### config.mk
export PLATFORM = sky130hd
export DESIGN_NAME = multilevel_feedback_scheduler
export DESIGN_NICKNAME = d
export VERILOG_FILES = /design/src/rtl/mfs_pkg.sv /design/src/rtl/mfs_ram.sv /design/src/rtl/multilevel_feedback_scheduler.sv
export SDC_FILE = /design/constraint.sdc
export NUM_CORES = 2
export LEC_CHECK = 0
export ABC_AREA = 1
export ABC_CLOCK_PERIOD_IN_PS = 4000
export BUFFER_PORTS_ARGS = -buffer_cell sky130_fd_sc_hd__buf_2
export CAP_MARGIN = 30
export CORE_MARGIN = 4
export CORE_UTILIZATION = 45
export CTS_CLUSTER_DIAMETER = 150
export DETAILED_ROUTE_END_ITERATION = 10
export PLACE_DENSITY = 0.65
export SYNTH_ARGS = -nofsm -noshare
export SYNTH_HDL_FRONTEND = slang
export SYNTH_SLANG_ARGS = --single-unit
### constraint.sdc
create_clock -name clk -period 4 [get_ports clk]
set_input_delay 0.8 -clock clk [delete_from_list [all_inputs] [get_ports clk]]
set_output_delay 0.8 -clock clk [all_outputs]
set_load 0.02 [all_outputs]
### src/rtl/mfs_pkg.sv
`timescale 1ns / 1ps
`default_nettype none

package mfs_pkg;

	localparam int LEVELS = 4;
	localparam int LVL_W  = 2;
	localparam int ID_W   = 8;
	localparam int TIME_W = 16;
	localparam int QNT_W  = 8;
	localparam int ADDR_W = 4;
	localparam int DATA_W = 32;

	localparam logic [LVL_W-1:0] LAST_LEVEL   = 2'd3;
	localparam logic [QNT_W-1:0] QUANTUM_LAST = 8'hFF;

	localparam logic [QNT_W-1:0] QUANTUM0_RST = 8'd1;
	localparam logic [QNT_W-1:0] QUANTUM1_RST = 8'd2;
	localparam logic [QNT_W-1:0] QUANTUM2_RST = 8'd6;
	localparam logic [QNT_W-1:0] QUANTUM_LEFT_RST = 8'd1;

	localparam logic KIND_TICK    = 1'b0;
	localparam logic KIND_ARRIVAL = 1'b1;

	localparam logic [1:0] REG_QUANTUM0 = 2'd0;
	localparam logic [1:0] REG_QUANTUM1 = 2'd1;
	localparam logic [1:0] REG_QUANTUM2 = 2'd2;

	typedef struct packed {
		logic              kind;
		logic [ID_W-1:0]   process_id;
		logic [TIME_W-1:0] time_needed;
	} in_word_t;

	typedef struct packed {
		logic              running_valid;
		logic [ID_W-1:0]   running_id;
		logic [LVL_W-1:0]  running_level;
		logic [TIME_W-1:0] running_time_left;
		logic              arrival_refused;
	} out_word_t;

endpackage

`default_nettype wire

### src/rtl/mfs_ram.sv
`timescale 1ns / 1ps
`default_nettype none

module mfs_ram #(
	parameter int WIDTH = 24,
	parameter int DEPTH = 64
) (
	input  wire logic                     clk,
	input  wire logic                     we,
	input  wire logic [$clog2(DEPTH)-1:0] waddr,
	input  wire logic [WIDTH-1:0]         wdata,
	input  wire logic                     re,
	input  wire logic [$clog2(DEPTH)-1:0] raddr,
	output      logic [WIDTH-1:0]         rdata
);

	logic [WIDTH-1:0] mem [DEPTH];

	always_ff @(posedge clk) begin
		if (we) begin
			mem[waddr] <= wdata;
		end
		if (re) begin
			rdata <= mem[raddr];
		end
	end

endmodule

`default_nettype wire

### src/rtl/multilevel_feedback_scheduler.sv
`timescale 1ns / 1ps
`default_nettype none

// Channel   Direction  Handshake            Word
// in        sink       in_valid / in_ready   mfs_pkg::in_word_t (tick or arrival)
// out       source     out_valid / out_ready mfs_pkg::out_word_t (one per input word)
// cfg       APB slave  psel/penable/pwrite   quantum_level0..2 at 0x0, 0x4, 0x8
//
// Each input word passes an accept cycle and an execute cycle. The accept
// cycle updates FIFO pointers, writes a demoted or arriving slot and issues
// the pop read; the next cycle takes the slot memory's registered read data
// and loads the output register if it is free. The block takes no new word
// until the execute cycle is through and the output register has been loaded.
// Reset clears pointers, counts and the running process; slot memory contents
// are not cleared, since a slot is only read behind a nonzero count.
// A stalled output holds the block in S_WAIT until the result is taken.

module multilevel_feedback_scheduler #(
	parameter int QUEUE_DEPTH = 16
) (
	input  wire logic                       clk,
	input  wire logic                       arst_n,
	// configuration
	input  wire logic                       psel,
	input  wire logic                       penable,
	input  wire logic                       pwrite,
	input  wire logic [mfs_pkg::ADDR_W-1:0] paddr,
	input  wire logic [mfs_pkg::DATA_W-1:0] pwdata,
	output      logic [mfs_pkg::DATA_W-1:0] prdata,
	output      logic                       pready,
	// input words
	input  wire logic                       in_valid,
	output      logic                       in_ready,
	input  wire mfs_pkg::in_word_t          in_word,
	// result words
	output      logic                       out_valid,
	input  wire logic                       out_ready,
	output      mfs_pkg::out_word_t         out_word
);

	localparam int IW = $clog2(QUEUE_DEPTH);       // slot index within a level
	localparam int CW = $clog2(QUEUE_DEPTH + 1);   // count up to QUEUE_DEPTH
	localparam int SW = IW + 1;                    // head + count before wrap
	localparam int AW = mfs_pkg::LVL_W + IW;
	localparam int DW = mfs_pkg::ID_W + mfs_pkg::TIME_W;
	localparam int MEM_DEPTH = mfs_pkg::LEVELS << IW;

	typedef enum logic [2:0] {
		S_IDLE = 3'b001,
		S_EXEC = 3'b010,
		S_WAIT = 3'b100
	} state_t;

	state_t state_q, state_d;

	// configuration registers
	logic [mfs_pkg::QNT_W-1:0] quantum0_q, quantum1_q, quantum2_q;
	logic                      cfg_we;

	// FIFO pointers, one lane per level
	logic [IW-1:0] head_q  [mfs_pkg::LEVELS];
	logic [CW-1:0] count_q [mfs_pkg::LEVELS];
	logic [CW-1:0] held_q;

	// running process
	logic                       cur_valid_q;
	logic [mfs_pkg::ID_W-1:0]   cur_id_q;
	logic [mfs_pkg::TIME_W-1:0] cur_time_q;
	logic [mfs_pkg::LVL_W-1:0]  cur_level_q;
	logic [mfs_pkg::QNT_W-1:0]  quantum_left_q;

	// carried from the accept cycle to the execute cycle
	logic          tick_s1;
	logic          pop_s1;
	logic          fwd_s1;
	logic [DW-1:0] fwd_data_s1;
	logic          refused_q;

	logic               out_valid_q;
	mfs_pkg::out_word_t out_word_q;

	// accept-cycle decode
	logic                      in_fire;
	logic                      is_tick;
	logic                      resched;
	logic                      demote;
	logic                      drop;
	logic                      accept_arr;
	logic                      do_push;
	logic [mfs_pkg::LVL_W-1:0] push_lvl;
	logic [DW-1:0]             push_data;
	logic [SW-1:0]             tail_sum;
	logic [IW-1:0]             tail_idx;
	logic [mfs_pkg::LEVELS-1:0] push_hit;
	logic [mfs_pkg::LEVELS-1:0] pop_hit;
	logic [mfs_pkg::LEVELS-1:0] nonempty;
	logic                      found;
	logic [mfs_pkg::LVL_W-1:0] pop_lvl;
	logic                      do_pop;
	logic                      fwd;
	logic [mfs_pkg::QNT_W-1:0] pop_quantum;

	// memory
	logic          mem_we;
	logic [AW-1:0] mem_waddr;
	logic          mem_re;
	logic [AW-1:0] mem_raddr;
	logic [DW-1:0] mem_rdata;

	// execute-cycle values
	logic [DW-1:0]              slot_word;
	logic                       base_valid;
	logic [mfs_pkg::ID_W-1:0]   base_id;
	logic [mfs_pkg::TIME_W-1:0] base_time;
	logic [mfs_pkg::TIME_W-1:0] nxt_time;
	logic [mfs_pkg::QNT_W-1:0]  nxt_quantum;
	logic                       src_valid;
	logic [mfs_pkg::ID_W-1:0]   src_id;
	logic [mfs_pkg::TIME_W-1:0] src_time;
	logic                       out_free;
	logic                       out_load;

	// ------------------------------------------------------------------
	// APB port: always ready, writes land on the access phase
	// ------------------------------------------------------------------
	assign pready = 1'b1;
	assign cfg_we = psel & penable & pwrite & pready;

	always_ff @(posedge clk or negedge arst_n) begin
		if (!arst_n) begin
			quantum0_q <= mfs_pkg::QUANTUM0_RST;
			quantum1_q <= mfs_pkg::QUANTUM1_RST;
			quantum2_q <= mfs_pkg::QUANTUM2_RST;
		end else if (cfg_we) begin
			unique case (paddr[3:2])
				mfs_pkg::REG_QUANTUM0: quantum0_q <= pwdata[mfs_pkg::QNT_W-1:0];
				mfs_pkg::REG_QUANTUM1: quantum1_q <= pwdata[mfs_pkg::QNT_W-1:0];
				mfs_pkg::REG_QUANTUM2: quantum2_q <= pwdata[mfs_pkg::QNT_W-1:0];
				default: ;
			endcase
		end
	end

	always_comb begin
		prdata = '0;
		unique case (paddr[3:2])
			mfs_pkg::REG_QUANTUM0: prdata[mfs_pkg::QNT_W-1:0] = quantum0_q;
			mfs_pkg::REG_QUANTUM1: prdata[mfs_pkg::QNT_W-1:0] = quantum1_q;
			mfs_pkg::REG_QUANTUM2: prdata[mfs_pkg::QNT_W-1:0] = quantum2_q;
			default: prdata = '0;
		endcase
	end

	// ------------------------------------------------------------------
	// Accept cycle: decide demote / drop / push and pick the level to poll
	// ------------------------------------------------------------------
	assign in_ready = (state_q == S_IDLE);
	assign in_fire  = in_valid & in_ready;
	assign is_tick  = (in_word.kind == mfs_pkg::KIND_TICK);

	// reschedule when idle, finished, or out of quantum
	assign resched = (quantum_left_q == '0) || !cur_valid_q || (cur_time_q == '0);
	assign demote  = is_tick && resched && cur_valid_q && (cur_time_q != '0);
	assign drop    = is_tick && resched && cur_valid_q && (cur_time_q == '0) &&
	                 (held_q != '0);
	// the running process is counted in held_q, so no level can overflow
	assign accept_arr = !is_tick && (held_q < CW'(QUEUE_DEPTH));
	assign do_push    = demote || accept_arr;

	always_comb begin
		if (is_tick) begin
			// the last level keeps its own processes
			push_lvl  = (cur_level_q == mfs_pkg::LAST_LEVEL) ? mfs_pkg::LAST_LEVEL :
			            cur_level_q + 1'b1;
			push_data = {cur_id_q, cur_time_q};
		end else begin
			push_lvl  = '0;
			push_data = {in_word.process_id, in_word.time_needed};
		end
	end

	// tail = (head + count) mod depth, one compare and subtract
	assign tail_sum = SW'(head_q[push_lvl]) + SW'(count_q[push_lvl]);
	assign tail_idx = (tail_sum >= SW'(QUEUE_DEPTH)) ?
	                  IW'(tail_sum - SW'(QUEUE_DEPTH)) : IW'(tail_sum);

	// poll against counts after the push
	always_comb begin
		found   = 1'b0;
		pop_lvl = '0;
		for (int l = 0; l < mfs_pkg::LEVELS; l++) begin
			push_hit[l] = do_push && (push_lvl == mfs_pkg::LVL_W'(l));
			nonempty[l] = (count_q[l] != '0) || push_hit[l];
		end
		for (int l = mfs_pkg::LEVELS - 1; l >= 0; l--) begin
			if (nonempty[l]) begin
				found   = 1'b1;
				pop_lvl = mfs_pkg::LVL_W'(l);
			end
		end
	end

	assign do_pop = is_tick && resched && found;

	always_comb begin
		for (int l = 0; l < mfs_pkg::LEVELS; l++) begin
			pop_hit[l] = do_pop && (pop_lvl == mfs_pkg::LVL_W'(l));
		end
	end

	// a slot pushed into an empty level and popped at once sits at the head
	assign fwd = do_pop && push_hit[pop_lvl] && (count_q[pop_lvl] == '0);

	always_comb begin
		case (pop_lvl)
			2'd0:    pop_quantum = quantum0_q;
			2'd1:    pop_quantum = quantum1_q;
			2'd2:    pop_quantum = quantum2_q;
			default: pop_quantum = mfs_pkg::QUANTUM_LAST;
		endcase
	end

	assign mem_we    = in_fire && do_push;
	assign mem_waddr = {push_lvl, tail_idx};
	assign mem_re    = in_fire && do_pop && !fwd;
	assign mem_raddr = {pop_lvl, head_q[pop_lvl]};

	mfs_ram #(
		.WIDTH (DW),
		.DEPTH (MEM_DEPTH)
	) u_slot_ram (
		.clk   (clk),
		.we    (mem_we),
		.waddr (mem_waddr),
		.wdata (push_data),
		.re    (mem_re),
		.raddr (mem_raddr),
		.rdata (mem_rdata)
	);

	// FIFO pointers and held count
	always_ff @(posedge clk or negedge arst_n) begin
		if (!arst_n) begin
			for (int l = 0; l < mfs_pkg::LEVELS; l++) begin
				head_q[l]  <= '0;
				count_q[l] <= '0;
			end
			held_q <= '0;
		end else if (in_fire) begin
			for (int l = 0; l < mfs_pkg::LEVELS; l++) begin
				if (pop_hit[l]) begin
					head_q[l] <= (head_q[l] == IW'(QUEUE_DEPTH - 1)) ? '0 :
					             head_q[l] + 1'b1;
				end
				count_q[l] <= count_q[l] + CW'(push_hit[l]) - CW'(pop_hit[l]);
			end
			if (accept_arr) begin
				held_q <= held_q + 1'b1;
			end else if (drop) begin
				held_q <= held_q - 1'b1;
			end
		end
	end

	// ------------------------------------------------------------------
	// Execute cycle: take the popped slot, then spend one tick if the word was a tick
	// ------------------------------------------------------------------
	assign slot_word  = fwd_s1 ? fwd_data_s1 : mem_rdata;
	assign base_valid = pop_s1 | cur_valid_q;
	assign base_id    = pop_s1 ? slot_word[DW-1:mfs_pkg::TIME_W] : cur_id_q;
	assign base_time  = pop_s1 ? slot_word[mfs_pkg::TIME_W-1:0] : cur_time_q;

	// both decrements saturate at zero; the last level keeps its quantum
	assign nxt_time = (tick_s1 && base_valid && (base_time != '0)) ?
	                  base_time - 1'b1 : base_time;
	assign nxt_quantum = (tick_s1 && base_valid && (cur_level_q != mfs_pkg::LAST_LEVEL) &&
	                      (quantum_left_q != '0)) ? quantum_left_q - 1'b1 : quantum_left_q;

	always_ff @(posedge clk or negedge arst_n) begin
		if (!arst_n) begin
			cur_valid_q    <= 1'b0;
			cur_level_q    <= '0;
			quantum_left_q <= mfs_pkg::QUANTUM_LEFT_RST;
		end else if (in_fire) begin
			if (is_tick && resched) begin
				// release the old process; a popped one is installed next cycle
				cur_valid_q <= 1'b0;
				if (do_pop) begin
					cur_level_q    <= pop_lvl;
					quantum_left_q <= pop_quantum;
				end
			end
		end else if (state_q == S_EXEC) begin
			cur_valid_q    <= base_valid;
			quantum_left_q <= nxt_quantum;
		end
	end

	always_ff @(posedge clk) begin
		if (state_q == S_EXEC) begin
			cur_id_q   <= base_id;
			cur_time_q <= nxt_time;
		end
		if (in_fire) begin
			tick_s1     <= is_tick;
			fwd_s1      <= fwd;
			fwd_data_s1 <= push_data;
		end
	end

	always_ff @(posedge clk or negedge arst_n) begin
		if (!arst_n) begin
			pop_s1    <= 1'b0;
			refused_q <= 1'b0;
		end else if (in_fire) begin
			pop_s1    <= do_pop;
			refused_q <= !is_tick && !accept_arr;
		end
	end

	// ------------------------------------------------------------------
	// Output register: load in the execute cycle if free, else once free in S_WAIT
	// ------------------------------------------------------------------
	assign out_free = !out_valid_q || out_ready;
	assign out_load = ((state_q == S_EXEC) || (state_q == S_WAIT)) && out_free;

	always_comb begin
		if (state_q == S_EXEC) begin
			src_valid = base_valid;
			src_id    = base_id;
			src_time  = nxt_time;
		end else begin
			src_valid = cur_valid_q;
			src_id    = cur_id_q;
			src_time  = cur_time_q;
		end
	end

	always_ff @(posedge clk or negedge arst_n) begin
		if (!arst_n) begin
			out_valid_q <= 1'b0;
		end else if (out_load) begin
			out_valid_q <= 1'b1;
		end else if (out_ready) begin
			out_valid_q <= 1'b0;
		end
	end

	always_ff @(posedge clk) begin
		if (out_load) begin
			out_word_q.running_valid     <= src_valid;
			out_word_q.running_id        <= src_valid ? src_id : '0;
			out_word_q.running_level     <= src_valid ? cur_level_q : '0;
			out_word_q.running_time_left <= src_valid ? src_time : '0;
			out_word_q.arrival_refused   <= refused_q;
		end
	end

	assign out_valid = out_valid_q;
	assign out_word  = out_word_q;

	// ------------------------------------------------------------------
	// Sequencer
	// ------------------------------------------------------------------
	always_comb begin
		state_d = state_q;
		unique case (state_q)
			S_IDLE: if (in_fire) state_d = S_EXEC;
			S_EXEC: state_d = out_free ? S_IDLE : S_WAIT;
			S_WAIT: if (out_free) state_d = S_IDLE;
			default: state_d = S_IDLE;
		endcase
	end

	always_ff @(posedge clk or negedge arst_n) begin
		if (!arst_n) begin
			state_q <= S_IDLE;
		end else begin
			state_q <= state_d;
		end
	end

endmodule

`default_nettype wire

==> impl_metrics.yaml <==
outcome:
  status: "completed"
grt:
  track_usage_pct: 24.04
  overflow: 0
  grt_pass1_wl_mm: 327.6
  antenna_found_initial: 7
  first_global_vias: 52220
  grt_max_degree: 66
power:
  p_total_w: 0.07328
  power_density_nw_per_um2: 809.2
  vdd_ir_drop_max_mv: 0.7002
  leakage_nw: 36.04
floorplanning:
  fp.dieArea_um2: 177800
  core_area_um2: 169700
  die_x_um: 421.6
  ios: 131
  num_rows: 151
  die_h_um: 421.6
  initial_core_util_pct: 45.38
sta:
  relSlewSlack_pct: 31.71
  fin_skew_ns: 0.05961
  finalMaxSlewViolations: 0
  holdWs_ns: 0.01580
  hold_viol: 0
  max_freq_ghz: 0.2598
  fin_crit_sh_pct: 96.23
  fin_crit_ns: 3.849
  setup_tns_ns: 0
  setup_violations: 0
  worstMarginPinSlew_ns: 1.021
synthesis:
  ys.flop_type: "edfxtp_1"
  netlist_instances: 7200
  syn_area_um2: 76990
  yosys_warnings: 0
  seq_area_frac_synth_pct: 66.25
  async_flop_share_pct: 4.767
  synth_cell_types: 55
  synth-seq-cells: 1720
  avgSynthCellArea_um2: 10.69
  synth-edff-count: 1614
worst_setup_path:
  r2r_start: "quantum_left_q[1]"
  crit_fanout: 24
  critical_path.most_common_cell: "nand2_1"
  cp.arrival_ns: 4.46
  path_class: "flip-flop to flip-flop"
  endpoint_kind: "flip-flop"
  r2r_setup_slack_ns: 0.15
  ff2ff_path_depth: 25
  worstPathRequired_ns: 4.61
  r2r_end: "u_slot_ram.rdata[13]"
  critPathSlowestCell: "dfrtp_1"
  critPathMaxStageDelay_ns: 0.38
  critPathLaunchType: "flip-flop"
  startpoint: "quantum_left_q[1]"
job:
  drv_cap: 0
place:
  place_hpwl_mm: 135.3
  port-buffer-count: 79
  placed_cells: 9573
  gp_congestion: 0.8812
layout:
  area_growth_pct: 17.64
  fillers: 14250
  fin_cells: 9900
  final_common_cell: "nand2_1"
  final_cell_mix: "1,847 x nand2_1, 1,614 x edfxtp_1, 1,407 x nand3_1, 706 x inv_1, 480 x nand3b_1"
  drive_gt1_share_pct: 13.77
  num-nets-final: 7653
  final_util_pct: 53.38
clock_network:
  cts_buffers: 175
  tritoncts: "yes"
  clock_latency_ns: 0.86
  path_clk_slew_ns: 0.06
  clockBufferDepth: 3
  clock-sinks: 1720
  htree_levels: 4
  cts_root_buf: "clkbuf_16"
detailed_routing:
  drt_first_pass_iters: 5
  vias: 54950
  wl_per_cell_um: 22.06
  wirelength_mm: 218.4
  via_per_inst: 5.550
  drt_iter0_markers: 6757
  drtAntennaViolNets: 0
  drc: 0
hold_path:
  hold_path.class: "input pin to asynchronous set/reset pin"
==> Yosys cell counts, types with 9 or more instances <==
cell | instances | area (um^2)
dfxtp_1 | 24 | 480.5
o21ai_0 | 133 | 665.6
nand4_1 | 11 | 68.82
and2_1 | 13 | 81.33
buf_2 | 337 | 1687
inv_2 | 34 | 127.6
buf_4 | 39 | 292.8
dfrtp_1 | 76 | 1902
nor3_1 | 9 | 45.04
nand3_1 | 1414 | 7077
xor2_1 | 28 | 245.2
nand3b_1 | 480 | 3603
inv_1 | 707 | 2654
ha_1 | 37 | 462.9
nand2_1 | 1864 | 6997
edfxtp_1 | 1614 | 48470
a21oi_1 | 29 | 145.1
buf_1 | 16 | 60.06
nor2_1 | 154 | 578.1
clkbuf_1 | 72 | 270.3
==> per-stage QoR <==
| step | area [um^2] | worst slack, ns |
|---|---|---|
| after floorplan | 77080 | -0.6032 |
| after global placement | 84560 | -0.2270 |
| after detailed placement | 84580 | -0.2416 |
| after CTS | 90240 | 0.01162 |
| after global routing | 90570 | -0.0009508 |
| final | 90570 | 0.1509 |
==> final cells by class <==
type                            instances  area [um^2]  area share, %
Antenna cell                            1        2.502       0.002763
Timing Repair Buffer                  610         6782          7.488
Sequential cell                      1720        51010          56.32
Clock buffer                          207         4529          5.001
Multi-Input combinational cell       4287        21500          23.74
Tap cell                             2218         2775          3.064
Inverter                              748         2845          3.141
Clock inverter                        109         1126          1.243
==> routing by layer <==
metal / share of wire, % / GRT usage, % / wire (um) / vias up
li1: - / - / - / 25190
met1: 41 / 33.44 / 88890 / 26800
met2: 46 / 38.02 / 101000 / 2566
met3: 9.2 / 4.063 / 19990 / 398
met4: 3.9 / 9.157 / 8538 / 0
met5: 0 / 0 / 0 / -
==> critical path, delay by kind of cell, from the launching register on <==
family	cells	cell delay, ns
adders and majority gates	1	0.15
buffers and inverters	9	1.25
DFF	1	0.38
and+or+nand+nor	15	1.83
==> worst max path at each step <==
stage          slack (ns)              endpoint  cells after the start
2_1_floorplan       -0.60       fwd_data_s1[17]                      4
3_3_place_gp        -0.23  u_slot_ram.rdata[12]                     22
3_5_place_dp        -0.24  u_slot_ram.rdata[16]                     23
6_report             0.15  u_slot_ram.rdata[13]                     25
4_1_cts              0.01  u_slot_ram.rdata[10]                     24
5_1_grt            -0.001           count_q[14]                     27
==> cell families after synthesis <==
logic type	after synthesis	synth area share, %
xor+xnor	34	0.3868
simple gates	3975	24.33
compound gates	210	1.554
flops	1720	66.25
buf+inv	1216	6.715
fa+ha+maj	43	0.7573
other cells	2	0.009755
==> where the power goes <==
part | total [W] | internal [W] | switching [W]
sequential | 0.0219 | 0.0215 | 0.000459
clock | 0.0162 | 0.00907 | 0.00711
combinational | 0.0352 | 0.0118 | 0.0233
total | 0.0733 | 0.0424 | 0.0309
==> flip-flops by register name, indices dropped and copies added, names as in the netlist, 2 cells and up <==
register and flops:
fwd_data_s1 24, quantum1_q 8, quantum_left_q 8, state_q 3, cur_time_q 16, cur_level_q 2, out_word 28, quantum0_q 8
u_slot_ram.rdata 24, u_slot_ram.mem 1536, cur_id_q 8, held_q 5, count_q 20, head_q 16, quantum2_q 8
==> what timing repair did <==
item / CTS / global route
buffers inserted: 0 / 7
hold buffers: 0 / 0
resized for setup: 1 / 51
gates cloned: 0 / 3
endpoints found under the setup margin: 15 / 29
pin swaps: 0 / 7
No activity file was read; power rests on OpenSTA's default activity.
